--- src/rtl/sma_pkg.sv ---
// ----------------------------------------------------------------------------
// sma_pkg
// Shared opcodes, status codes and control types for the stack machine ALU.
// ----------------------------------------------------------------------------
package sma_pkg;

	typedef enum logic [2:0] {
		OP_PUSH = 3'd0,
		OP_ADD  = 3'd1,
		OP_SUB  = 3'd2,
		OP_MUL  = 3'd3,
		OP_DIV  = 3'd4,
		OP_MOD  = 3'd5
	} op_t;

	typedef enum logic [1:0] {
		ST_OK      = 2'd0,
		ST_SHORT   = 2'd1,
		ST_DIVZERO = 2'd2,
		ST_FULL    = 2'd3
	} status_t;

	localparam int WORD_W  = 32;
	localparam int DEPTH_W = 7;

	typedef struct packed {
		logic start;
		logic is_mod;
	} div_ctrl_t;

	typedef struct packed {
		logic busy;
		logic done;
	} div_stat_t;

endpackage

--- src/rtl/stack_machine_arith_unit_top.sv ---
// ----------------------------------------------------------------------------
// stack_machine_arith_unit_top
// Bounded stack of signed 32-bit words executing push and arithmetic requests.
// ----------------------------------------------------------------------------
// Each request carries one instruction and produces exactly one result that
// reports the status, the new top of stack (zero when empty) and the depth.
// The top entry lives in a register and the entries below it in a RAM with a
// registered read, so a binary operation needs a single RAM read of the
// second entry. One request is worked on at a time. A push, an unused
// opcode or any error goes from acceptance straight to the done state. Add,
// sub and mul first pass through the read state for the RAM read. Div and
// mod pass through the read state and then wait in the divide state: the
// divider retires one quotient bit per cycle, then applies the sign fixup,
// and the result is handed back through the done state. A finished result
// waits in an output register, and the next request is accepted while it
// waits; a second finished result holds the input stalled until the first
// one is taken. The stack RAM needs no clearing: only entries below the
// depth count are ever read.
// ----------------------------------------------------------------------------
module stack_machine_arith_unit_top #(
	parameter int STACK_DEPTH = 64
) (
	input  logic                        clk,
	input  logic                        arst_n,
	input  logic                        in_valid,
	output logic                        in_stall,
	input  logic [2:0]                  opcode,
	input  logic signed [31:0]          push_value,
	output logic                        out_valid,
	input  logic                        out_stall,
	output logic [1:0]                  status,
	output logic signed [31:0]          top_value,
	output logic [sma_pkg::DEPTH_W-1:0] stack_depth
);

	import sma_pkg::*;

	localparam int CW = $clog2(STACK_DEPTH + 1);
	localparam int AW = $clog2(STACK_DEPTH);

	typedef enum logic [1:0] {
		S_IDLE,
		S_READ,
		S_DIV,
		S_DONE
	} state_t;

	state_t              state_q;
	logic [2:0]          op_q;
	status_t             status_q;
	logic [CW-1:0]       cnt_q;
	logic [WORD_W-1:0]   top_q;

	logic                out_valid_q;
	status_t             status_out_q;
	logic [WORD_W-1:0]   top_out_q;
	logic [DEPTH_W-1:0]  depth_out_q;

	logic                accept;
	logic                out_free;
	logic                is_binary;
	logic                full;
	logic                short;
	logic [CW-1:0]       cnt_m1;
	logic [CW-1:0]       cnt_m2;
	logic [CW+DEPTH_W-1:0] cnt_ext;

	logic                ram_we;
	logic                ram_re;
	logic [WORD_W-1:0]   ram_rdata;
	logic [2*WORD_W-1:0] prod;

	div_ctrl_t           div_ctrl;
	div_stat_t           div_stat;
	logic [WORD_W-1:0]   div_result;

	assign in_stall  = (state_q != S_IDLE);
	assign accept    = in_valid && !in_stall;
	assign out_free  = !out_valid_q || !out_stall;
	assign full      = (cnt_q == CW'(STACK_DEPTH));
	assign short     = (cnt_q < CW'(2));
	assign cnt_m1    = cnt_q - CW'(1);
	assign cnt_m2    = cnt_q - CW'(2);
	assign cnt_ext   = {{DEPTH_W{1'b0}}, cnt_q};

	always_comb begin
		case (opcode)
			OP_ADD, OP_SUB, OP_MUL, OP_DIV, OP_MOD: is_binary = 1'b1;
			default:                                is_binary = 1'b0;
		endcase
	end

	// A push spills the old top into the RAM; a binary op fetches the second entry.
	assign ram_we = accept && (opcode == OP_PUSH) && !full && (cnt_q != '0);
	assign ram_re = accept && is_binary && !short;

	sma_ram #(
		.WIDTH (WORD_W),
		.DEPTH (STACK_DEPTH)
	) u_stack_ram (
		.clk   (clk),
		.we    (ram_we),
		.waddr (cnt_m1[AW-1:0]),
		.wdata (top_q),
		.re    (ram_re),
		.raddr (cnt_m2[AW-1:0]),
		.rdata (ram_rdata)
	);

	assign div_ctrl.start  = (state_q == S_READ) && ((op_q == OP_DIV) || (op_q == OP_MOD));
	assign div_ctrl.is_mod = (op_q == OP_MOD);

	sma_div u_div (
		.clk      (clk),
		.arst_n   (arst_n),
		.ctrl     (div_ctrl),
		.dividend (ram_rdata),
		.divisor  (top_q),
		.stat     (div_stat),
		.result   (div_result)
	);

	// The low word of the product is the same for signed and unsigned operands.
	assign prod = ram_rdata * top_q;

	always_ff @(posedge clk or negedge arst_n) begin
		if (!arst_n) begin
			state_q     <= S_IDLE;
			cnt_q       <= '0;
			out_valid_q <= 1'b0;
			status_q    <= ST_OK;
		end else begin
			// The output register is loaded when a result is finished and the
			// register is free, and it empties once its result is taken.
			if ((state_q == S_DONE) && out_free) begin
				out_valid_q <= 1'b1;
			end else if (!out_stall) begin
				out_valid_q <= 1'b0;
			end
			unique case (state_q)
				S_IDLE: begin
					if (accept) begin
						op_q     <= opcode;
						status_q <= ST_OK;
						state_q  <= S_DONE;
						if (opcode == OP_PUSH) begin
							if (full) begin
								status_q <= ST_FULL;
							end else begin
								top_q <= push_value;
								cnt_q <= cnt_q + CW'(1);
							end
						end else if (is_binary) begin
							if (short) begin
								status_q <= ST_SHORT;
							end else if (((opcode == OP_DIV) || (opcode == OP_MOD))
								&& (top_q == '0)) begin
								status_q <= ST_DIVZERO;
							end else begin
								state_q <= S_READ;
							end
						end
					end
				end
				S_READ: begin
					case (op_q)
						OP_ADD: begin
							top_q   <= ram_rdata + top_q;
							cnt_q   <= cnt_m1;
							state_q <= S_DONE;
						end
						OP_SUB: begin
							top_q   <= ram_rdata - top_q;
							cnt_q   <= cnt_m1;
							state_q <= S_DONE;
						end
						OP_MUL: begin
							top_q   <= prod[WORD_W-1:0];
							cnt_q   <= cnt_m1;
							state_q <= S_DONE;
						end
						default: state_q <= S_DIV;
					endcase
				end
				S_DIV: begin
					if (div_stat.done) begin
						top_q   <= div_result;
						cnt_q   <= cnt_m1;
						state_q <= S_DONE;
					end
				end
				S_DONE: begin
					if (out_free) begin
						status_out_q <= status_q;
						top_out_q    <= (cnt_q != '0) ? top_q : '0;
						depth_out_q  <= cnt_ext[DEPTH_W-1:0];
						state_q      <= S_IDLE;
					end
				end
				default: state_q <= S_IDLE;
			endcase
		end
	end

	assign out_valid   = out_valid_q;
	assign status      = status_out_q;
	assign top_value   = top_out_q;
	assign stack_depth = depth_out_q;

endmodule

--- src/rtl/sma_ram.sv ---
// ----------------------------------------------------------------------------
// sma_ram
// Generic single-write, single-read synchronous RAM with registered read data.
// ----------------------------------------------------------------------------
module sma_ram #(
	parameter int WIDTH = 32,
	parameter int DEPTH = 64
) (
	input  logic                     clk,
	input  logic                     we,
	input  logic [$clog2(DEPTH)-1:0] waddr,
	input  logic [WIDTH-1:0]         wdata,
	input  logic                     re,
	input  logic [$clog2(DEPTH)-1:0] raddr,
	output logic [WIDTH-1:0]         rdata
);

	logic [WIDTH-1:0] mem [DEPTH];
	logic [WIDTH-1:0] rdata_q;

	always_ff @(posedge clk) begin
		if (we) begin
			mem[waddr] <= wdata;
		end
		if (re) begin
			rdata_q <= mem[raddr];
		end
	end

	assign rdata = rdata_q;

endmodule

--- src/rtl/sma_div.sv ---
// ----------------------------------------------------------------------------
// sma_div
// Iterative signed divider, one quotient bit per cycle, truncating toward zero.
// ----------------------------------------------------------------------------
module sma_div (
	input  logic                      clk,
	input  logic                      arst_n,
	input  sma_pkg::div_ctrl_t        ctrl,
	input  logic [sma_pkg::WORD_W-1:0] dividend,
	input  logic [sma_pkg::WORD_W-1:0] divisor,
	output sma_pkg::div_stat_t        stat,
	output logic [sma_pkg::WORD_W-1:0] result
);

	import sma_pkg::*;

	typedef enum logic [1:0] {
		D_IDLE,
		D_RUN,
		D_FIX
	} dstate_t;

	localparam int CNT_W = $clog2(WORD_W);

	dstate_t             state_q;
	logic [CNT_W-1:0]    cnt_q;
	logic [WORD_W:0]     rem_q;
	logic [WORD_W-1:0]   quo_q;
	logic [WORD_W-1:0]   ub_q;
	logic                neg_q;
	logic                mod_q;
	logic                done_q;
	logic [WORD_W-1:0]   result_q;

	logic [WORD_W:0]     rem_sh;
	logic [WORD_W:0]     rem_sub;
	logic [WORD_W-1:0]   ua;
	logic [WORD_W-1:0]   ub;
	logic [WORD_W-1:0]   mag_res;

	assign ua      = dividend[WORD_W-1] ? (WORD_W'(0) - dividend) : dividend;
	assign ub      = divisor[WORD_W-1] ? (WORD_W'(0) - divisor) : divisor;
	assign rem_sh  = {rem_q[WORD_W-1:0], quo_q[WORD_W-1]};
	assign rem_sub = rem_sh - {1'b0, ub_q};
	assign mag_res = mod_q ? rem_q[WORD_W-1:0] : quo_q;

	always_ff @(posedge clk or negedge arst_n) begin
		if (!arst_n) begin
			state_q <= D_IDLE;
			done_q  <= 1'b0;
			cnt_q   <= '0;
		end else begin
			done_q <= 1'b0;
			unique case (state_q)
				D_IDLE: begin
					if (ctrl.start) begin
						rem_q   <= '0;
						quo_q   <= ua;
						ub_q    <= ub;
						mod_q   <= ctrl.is_mod;
						// The remainder follows the dividend, the quotient the sign product.
						neg_q   <= ctrl.is_mod ? dividend[WORD_W-1]
							: (dividend[WORD_W-1] ^ divisor[WORD_W-1]);
						cnt_q   <= '0;
						state_q <= D_RUN;
					end
				end
				D_RUN: begin
					if (!rem_sub[WORD_W]) begin
						rem_q <= rem_sub;
						quo_q <= {quo_q[WORD_W-2:0], 1'b1};
					end else begin
						rem_q <= rem_sh;
						quo_q <= {quo_q[WORD_W-2:0], 1'b0};
					end
					cnt_q <= cnt_q + CNT_W'(1);
					if (cnt_q == CNT_W'(WORD_W - 1)) begin
						state_q <= D_FIX;
					end
				end
				D_FIX: begin
					result_q <= neg_q ? (WORD_W'(0) - mag_res) : mag_res;
					done_q   <= 1'b1;
					state_q  <= D_IDLE;
				end
				default: state_q <= D_IDLE;
			endcase
		end
	end

	assign stat.busy = (state_q != D_IDLE);
	assign stat.done = done_q;
	assign result    = result_q;

endmodule
--- config.mk ---
export PLATFORM = sky130hd
export DESIGN_NAME = stack_machine_arith_unit_top
export DESIGN_NICKNAME = d
export VERILOG_FILES = /design/src/rtl/sma_pkg.sv /design/src/rtl/stack_machine_arith_unit_top.sv /design/src/rtl/sma_ram.sv /design/src/rtl/sma_div.sv
export SDC_FILE = /design/constraint.sdc
export NUM_CORES = 2
export LEC_CHECK = 0
export BUFFER_PORTS_ARGS = -buffer_cell sky130_fd_sc_hd__buf_2
export CORE_MARGIN = 10
export CORE_UTILIZATION = 58
export DETAILED_ROUTE_END_ITERATION = 10
export GPL_TIMING_DRIVEN = 0
export MAX_ROUTING_LAYER = met4
export PLACE_DENSITY_LB_ADDON = 0.25
export SLEW_MARGIN = 20
export SYNTH_ARGS = -nofsm -noshare
export SYNTH_HDL_FRONTEND = slang
export SYNTH_SLANG_ARGS = --single-unit
--- constraint.sdc ---
create_clock -name clk -period 7.48 [get_ports clk]
set_input_delay 0.748 -clock clk [delete_from_list [all_inputs] [get_ports clk]]
set_output_delay 0.748 -clock clk [all_outputs]
set_load 0.05 [all_outputs]
Word level (Yosys, flattened, before mapping)
Memory sizes are Yosys's and may differ from the RTL's. A register that Yosys moved wholly into a read port is not among the register bits.
Cells that the tools add are included.
- flip-flop bits (word level): 226
- memories: 1
- bits in writable memories: 2048
- word-level logic and storage cells: 146
- memory list (memory ; words ; bits a word ; rd ports ; clocked after memory_dff ; wr ports ; line ; RTL):
    u_stack_ram.mem ; 64 ; 32 ; 1 ; 1 ; 1 ; sma_ram.sv:18 ; logic [WIDTH-1:0] mem [DEPTH];
- equal/unequal tests: 27
- $add $sub $neg: 10
- mux-type cells: 48
- reductions and logical operators: 38
- order comparisons: 1
- multiply operators: 1
- bitwise logic cells: 1
- operators by type and width (operator ; count):
    32-bit 2-to-1 mux ; 10
    32-bit one-hot mux with 3 select lines ; 2
    32-bit one-hot mux with 2 select lines ; 2
    1-bit by 32-bit subtractor with 32-bit output (first input constant) ; 3
    7-bit 2-to-1 mux ; 5
    33-bit by 32-bit subtractor with 33-bit output ; 1
    32-bit adder ; 1
    32-bit logical NOT ; 1
    32-bit by 32-bit multiplier with 32-bit output ; 1
    32-bit subtractor ; 1
    31-bit 2-to-1 mux ; 1
    2-bit 2-to-1 mux ; 14
    7-bit one-hot mux with 3 select lines ; 1
    3-bit AND reduction ; 5
    3-bit by 2-bit equality test with 1-bit output (second input constant) ; 4
    3-bit equality test (second input constant) ; 4
    2-bit inequality test (second input constant) ; 6
    5-bit one-hot mux with 2 select lines ; 1
    1-bit logical AND ; 9
    1-bit 2-to-1 mux ; 9
    2-bit one-hot mux with 4 select lines ; 1
    2-bit AND reduction ; 4
    7-bit by 1-bit adder with 7-bit output (second input constant) ; 1
    7-bit equality test (second input constant) ; 1
    24 further kinds ; 38

Longest topological paths before layout
- depth in word-level cells: 9
- gate-level depth with buffers: 28
- depth with buffers taken out: 26

Modules after synthesis
A second synthesis with hierarchy kept.
- cells, all modules: 6752
- area total of the unflattened synthesis: 110462.2 µm²
- by module, submodules not included (module ; times used ; area an instance (µm²) ; sequential area each (µm²) ; cells each):
    sma_ram ; 1 ; 78835.6 ; 62459.9 ; 3324
    stack_machine_arith_unit_top ; 1 ; 22191.3 ; 2582.5 ; 2447
    sma_div ; 1 ; 9435.3 ; 4103.9 ; 981

Least setup slack after synthesis
Ideal clock, no wire load.
- path kind: reg-to-reg
- start: register top_q[8]
- end: register top_q[28] (data pin)
- buffers on the path: 2
- stages on the path, launching flop included: 25
- clock period less this slack: 7907 ps
- required time: 7209 ps
- data arrival time: 7636 ps
- library setup time: 271 ps
- path slack: -427 ps
- cells stage by stage: edfxtp_1 -> clkbuf_1 -> buf_1 -> nand2_1 -> fa_1 -> inv_1 -> fa_1 -> fa_1 -> inv_1 -> fa_1 -> inv_1 -> fa_1 -> fa_1 -> fa_1 -> fa_1 -> ha_1 -> a21o_1 -> a21o_1 -> a21oi_1 -> o21bai_1 -> a221o_1 -> a21oi_1 -> xnor2_1 -> a222oi_1 -> o31ai_1
- longest elaborated chain between the ends: 3
- ends and longest elaborated chain (element ; line ; RTL):
    from (decl) ; stack_machine_arith_unit_top.sv:52 ; logic [WORD_W-1:0] top_q;
    from (signal assigned) ; stack_machine_arith_unit_top.sv:150 ; top_q <= push_value;
    from (signal assigned) ; stack_machine_arith_unit_top.sv:168 ; top_q <= ram_rdata + top_q;
    from (signal assigned) ; stack_machine_arith_unit_top.sv:173 ; top_q <= ram_rdata - top_q;
    32-bit by 32-bit multiplier with 32-bit output, or another cell as far along ; stack_machine_arith_unit_top.sv:124 ; assign prod = ram_rdata * top_q;
    32-bit one-hot mux with 3 select lines * ; stack_machine_arith_unit_top.sv:166 ; case (op_q)
    32-bit one-hot mux with 3 select lines * ; stack_machine_arith_unit_top.sv:140 ; unique case (state_q)
Every way passes the cells marked *; elsewhere a longest branch is shown, timed or not.
A chain may end at the register's enable or synchronous reset.

Final worst setup path
- start: register u_stack_ram.rdata_q[21] (netlist: u_stack_ram.rdata[21]), read port of u_stack_ram.mem
- end: register top_q[26] (data pin)
- longest elaborated chain between the ends: 3
- ends and longest elaborated chain (element ; line ; RTL):
    from (decl) ; sma_ram.sv:19 ; logic [WIDTH-1:0] rdata_q;
    32-bit by 32-bit multiplier with 32-bit output, or another cell as far along ; stack_machine_arith_unit_top.sv:124 ;
    32-bit one-hot mux with 3 select lines * ; stack_machine_arith_unit_top.sv:166 ;
    32-bit one-hot mux with 3 select lines * ; stack_machine_arith_unit_top.sv:140 ;
Marked as above.

==> run_results.csv <==
group,metric,value,unit
timing,worst_slew_pin_slew,1.37,ns
pwr,fin_total_pwr,0.0255,W
logic_synthesis,avgSynthCellArea,17.2,um^2
placement,place.gp.congestion,1.05,
timing,drv_slew,0,
global_routing,grt_pass1_wl,512000,um
clocking,clock_latency,0.91,ns
logic_synthesis,netlist_area,110000,um^2
outcome,violations,"negative setup slack",
global_routing,antenna_found_initial,30,
detailed_routing,dr.first_iter.drc_count,10400,
logic_synthesis,synth_edf_count,2286,
timing,hold_violations,0,
finish,drive_gt1_frac,0.251,
pwr,leakage,44.3,nW
timing,rsz0062_at_grt,"true",
job,drv_cap,0,
global_routing,use_met1,0.433,
logic_synthesis,synth_seq_cells,2306,
setup_path,reg2reg_slack,-0.70,ns
setup_path,crit_path_frequent_cell,"fa_1",
setup_path,max_stage_delay,0.61,ns
hold_path,hold_path_startpoint,"opcode[2]",
die,die-height,455,um
pwr,pwr-share-comb,0.001,
die,die-area,207000,um^2
die,fp.dieW,455,um
logic_synthesis,synth_area_leaders,"edfxtp_1, mux4_2, fa_1",
logic_synthesis,yosysMostFrequentCell,"edfxtp_1",
timing,finalCritPeriodShare,1.09,
die,initial_core_util,0.584,
global_routing,grt_pass1_vias,66700,
setup_path,crit_fanout,10,
finish,area_growth,16.8,%
setup_path,setup.worst_path.class,"register to register",
setup_path,r2r_cells,25,
detailed_routing,drt-pass1-iter-count,6,
timing,max_slew_margin,0.0839,
pwr,sw_frac_of_total,0.203,
finish,nets,7667,
logic_synthesis,synthTopCellsByCount,"edfxtp_1, mux4_2, inv_1",
finish,fillers,11700,
setup_path,critPathArrivalTime,8.70,ns
setup_path,endpoint_kind,"register",
detailed_routing,wl_per_cell,38.4,um
setup_path,rr_endpoint,"top_q[26]",
logic_synthesis,synth_fp_nets,7034,
logic_synthesis,synth-main-ff-cell,"edfxtp_1",
die,boundaryPins,82,
setup_path,critPathTopFamily,"adder cells",
detailed_routing,post_drt_via_cell_ratio,6.86,
global_routing,grt_util_met3,0.0924,
global_routing,grt_max_degree,33,
detailed_routing,wl,373000,um
setup_path,rr_startpoint,"u_stack_ram.rdata[21]",
setup_path,crit_buf_inv,7,
clocking,cts_tree,"built",
clocking,htree_levels,4,
timing,fin_skew,0.103,ns
finish,final_util,0.683,
clocking,cts_root_buffer,"clkbuf_16",
clocking,cts_buffers,216,
clocking,path_clk_slew,0.06,ns
detailed_routing,drc,0,
global_routing,grt_usage,0.367,
clocking,cts_buffer_depth,3,
pwr,power_density,199,nW/um^2
logic_synthesis,syn_inst,6383,
pwr,internal_power,0.0203,W
pwr,ir_drop,0.270,mV
timing,setup_slack,-0.700,ns
hold_path,min_delay_path_depth,1,
logic_synthesis,ys_async_sr_fraction,0.00867,
setup_path,cp.required,8.00,ns
setup_path,slowest_stage,"edfxtp_1",
logic_synthesis,netlist-cell-type-count,76,
global_routing,met2_usage,0.557,
detailed_routing,drtAntennaViolNets,0,
timing,period_minus_slack,8.18,ns
setup_path,start_kind,"register",
placement,port_buffers,81,
timing,fmax,0.122,GHz
logic_synthesis,synth-seq-area-share,0.629,
timing,setup_viol,8,
logic_synthesis,synth_top_cell_by_area,"edfxtp_1",
pwr,p_sw,0.00519,W
pwr,power_frac_clock,0.452,
global_routing,overflow,0,
die,num_rows,159,
hold_path,hold_path.class,"primary input to register",
die,core_area,188000,um^2
timing,tns,-2.04,ns
detailed_routing,vias,66700,
clocking,cts.sinks,2306,
placement,dp_hpwl,250000,um
hold_path,whs_endpoint,"op_q[2]",
global_routing,grt.busiest_layer,"met2",
pwr,p_seq_frac,0.548,
logic_synthesis,synthDominantCellAreaShare,0.625,
outcome,outcome,"finished, violations left",
logic_synthesis,ys_warn_count,0,
==> registers in the layout (all words and copies together), names as in the netlist <==
register           flops
u_div.cnt_q            5
status_q               2
u_div.rem_q           32
stack_depth            7
u_div.neg_q            1
cnt_q                  7
status                 2
u_div.ub_q            32
u_div.result          32
out_valid              1
top_value             32
u_stack_ram.mem     2048
u_div.state_q          2
state_q                2
top_q                 32
u_div.quo_q           32
u_div.mod_q            1
u_stack_ram.rdata     32
u_div.done_q           1
op_q                   3
==> how the worst max path moves through the flow <==
| stage | to | startpoint | slack (ns) | depth (start not counted) |
|---|---|---|---|---|
| after global placement | top_q[28] | top_q[16] | -3.18 | 21 |
| after CTS | top_q[28] | u_stack_ram.rdata[16] | -0.58 | 23 |
| after floorplan | top_q[28] | top_q[7] | -0.09 | 23 |
| final | top_q[26] | u_stack_ram.rdata[21] | -0.70 | 25 |
| after detailed placement | top_q[28] | top_q[11] | -1.86 | 22 |
| after global routing | top_q[26] | top_q[5] | -0.76 | 28 |
==> power by group through the flow <==
stage / clock network [W] / registers (W) / logic, W
after floorplan: 0 / 0.0143 / 0.00000142
after global placement: 0 / 0.0143 / 0.0000190
after detailed placement: 0 / 0.0143 / 0.0000200
after CTS: 0.0115 / 0.0140 / 0.0000205
after global routing: 0.0120 / 0.0140 / 0.0000216
final: 0.0115 / 0.0140 / 0.0000209
==> final cells by class <==
| type | instances | area (um^2) | share of cell area |
|---|---|---|---|
| clock inverters | 142 | 1710 | 0.0133 |
| diodes | 32 | 80.1 | 0.000624 |
| plain buffers | 327 | 1910 | 0.0149 |
| repair buffers | 433 | 6180 | 0.0481 |
| inverters | 453 | 1700 | 0.0132 |
| clock buffers | 257 | 5620 | 0.0438 |
| multi-input cells | 3279 | 38900 | 0.303 |
| flip-flops and latches | 2306 | 69100 | 0.539 |
| well taps | 2495 | 3120 | 0.0243 |
==> kinds of logic after synthesis <==
family / share of synthesized area
muxes: 0.141
xor gates and xnor gates: 0.0210
buffers and inverters: 0.0275
AOI/OAI and AO/OA: 0.0292
DFF: 0.629
and+or+nand+nor: 0.0540
adders and majority gates: 0.0977
==> metrics by stage <==
| stage | cell area [um^2] | hold WS (ns) | worst slack [ns] | cells |
|---|---|---|---|---|
| final | 128000 | 0.122 | -0.700 | 9724 |
| after CTS | 128000 | 0.0850 | -0.576 | 9658 |
| after global routing | 128000 | 0.101 | -0.757 | 9719 |
| after global placement | 114000 | 0.512 | -3.18 | 8959 |
| after detailed placement | 119000 | 0.529 | -1.86 | 9181 |
| after floorplan | 110000 | 0.423 | -0.0910 | 6383 |
==> layer usage <==
metal	routed length [um]	part of all wire
met1	119000	0.32
met2	174000	0.47
met3	44300	0.12
met4	36300	0.097
met5	0	0
==> placed cells by master (no fill, tap or decap), drive strengths merged, types with 27 or more instances in the layout <==
cell type and instances:
edfxtp 2286, mux4 667, clkbuf 509, buf 506, inv 456, fa 410
nand2 400, and2 350, ha 202, nor2 198, o21ai 155, xnor2 143
xor2 120, a21oi 109, clkinv 98, nor3 52, mux2i 42, diode 32
o31ai 30, nand3 29, o21a 28, a21o 27, bufinv 27
==> repair_timing <==
item                                     CTS  global route
gates cloned                               1             1
pin swaps                                 51            61
hold buffers                               1             0
buffers inserted                          94            38
endpoints found under the hold margin     20             0
endpoints found under the setup margin  1716           650
gates resized for setup                  253           117
(Power assumes the default switching activity.)
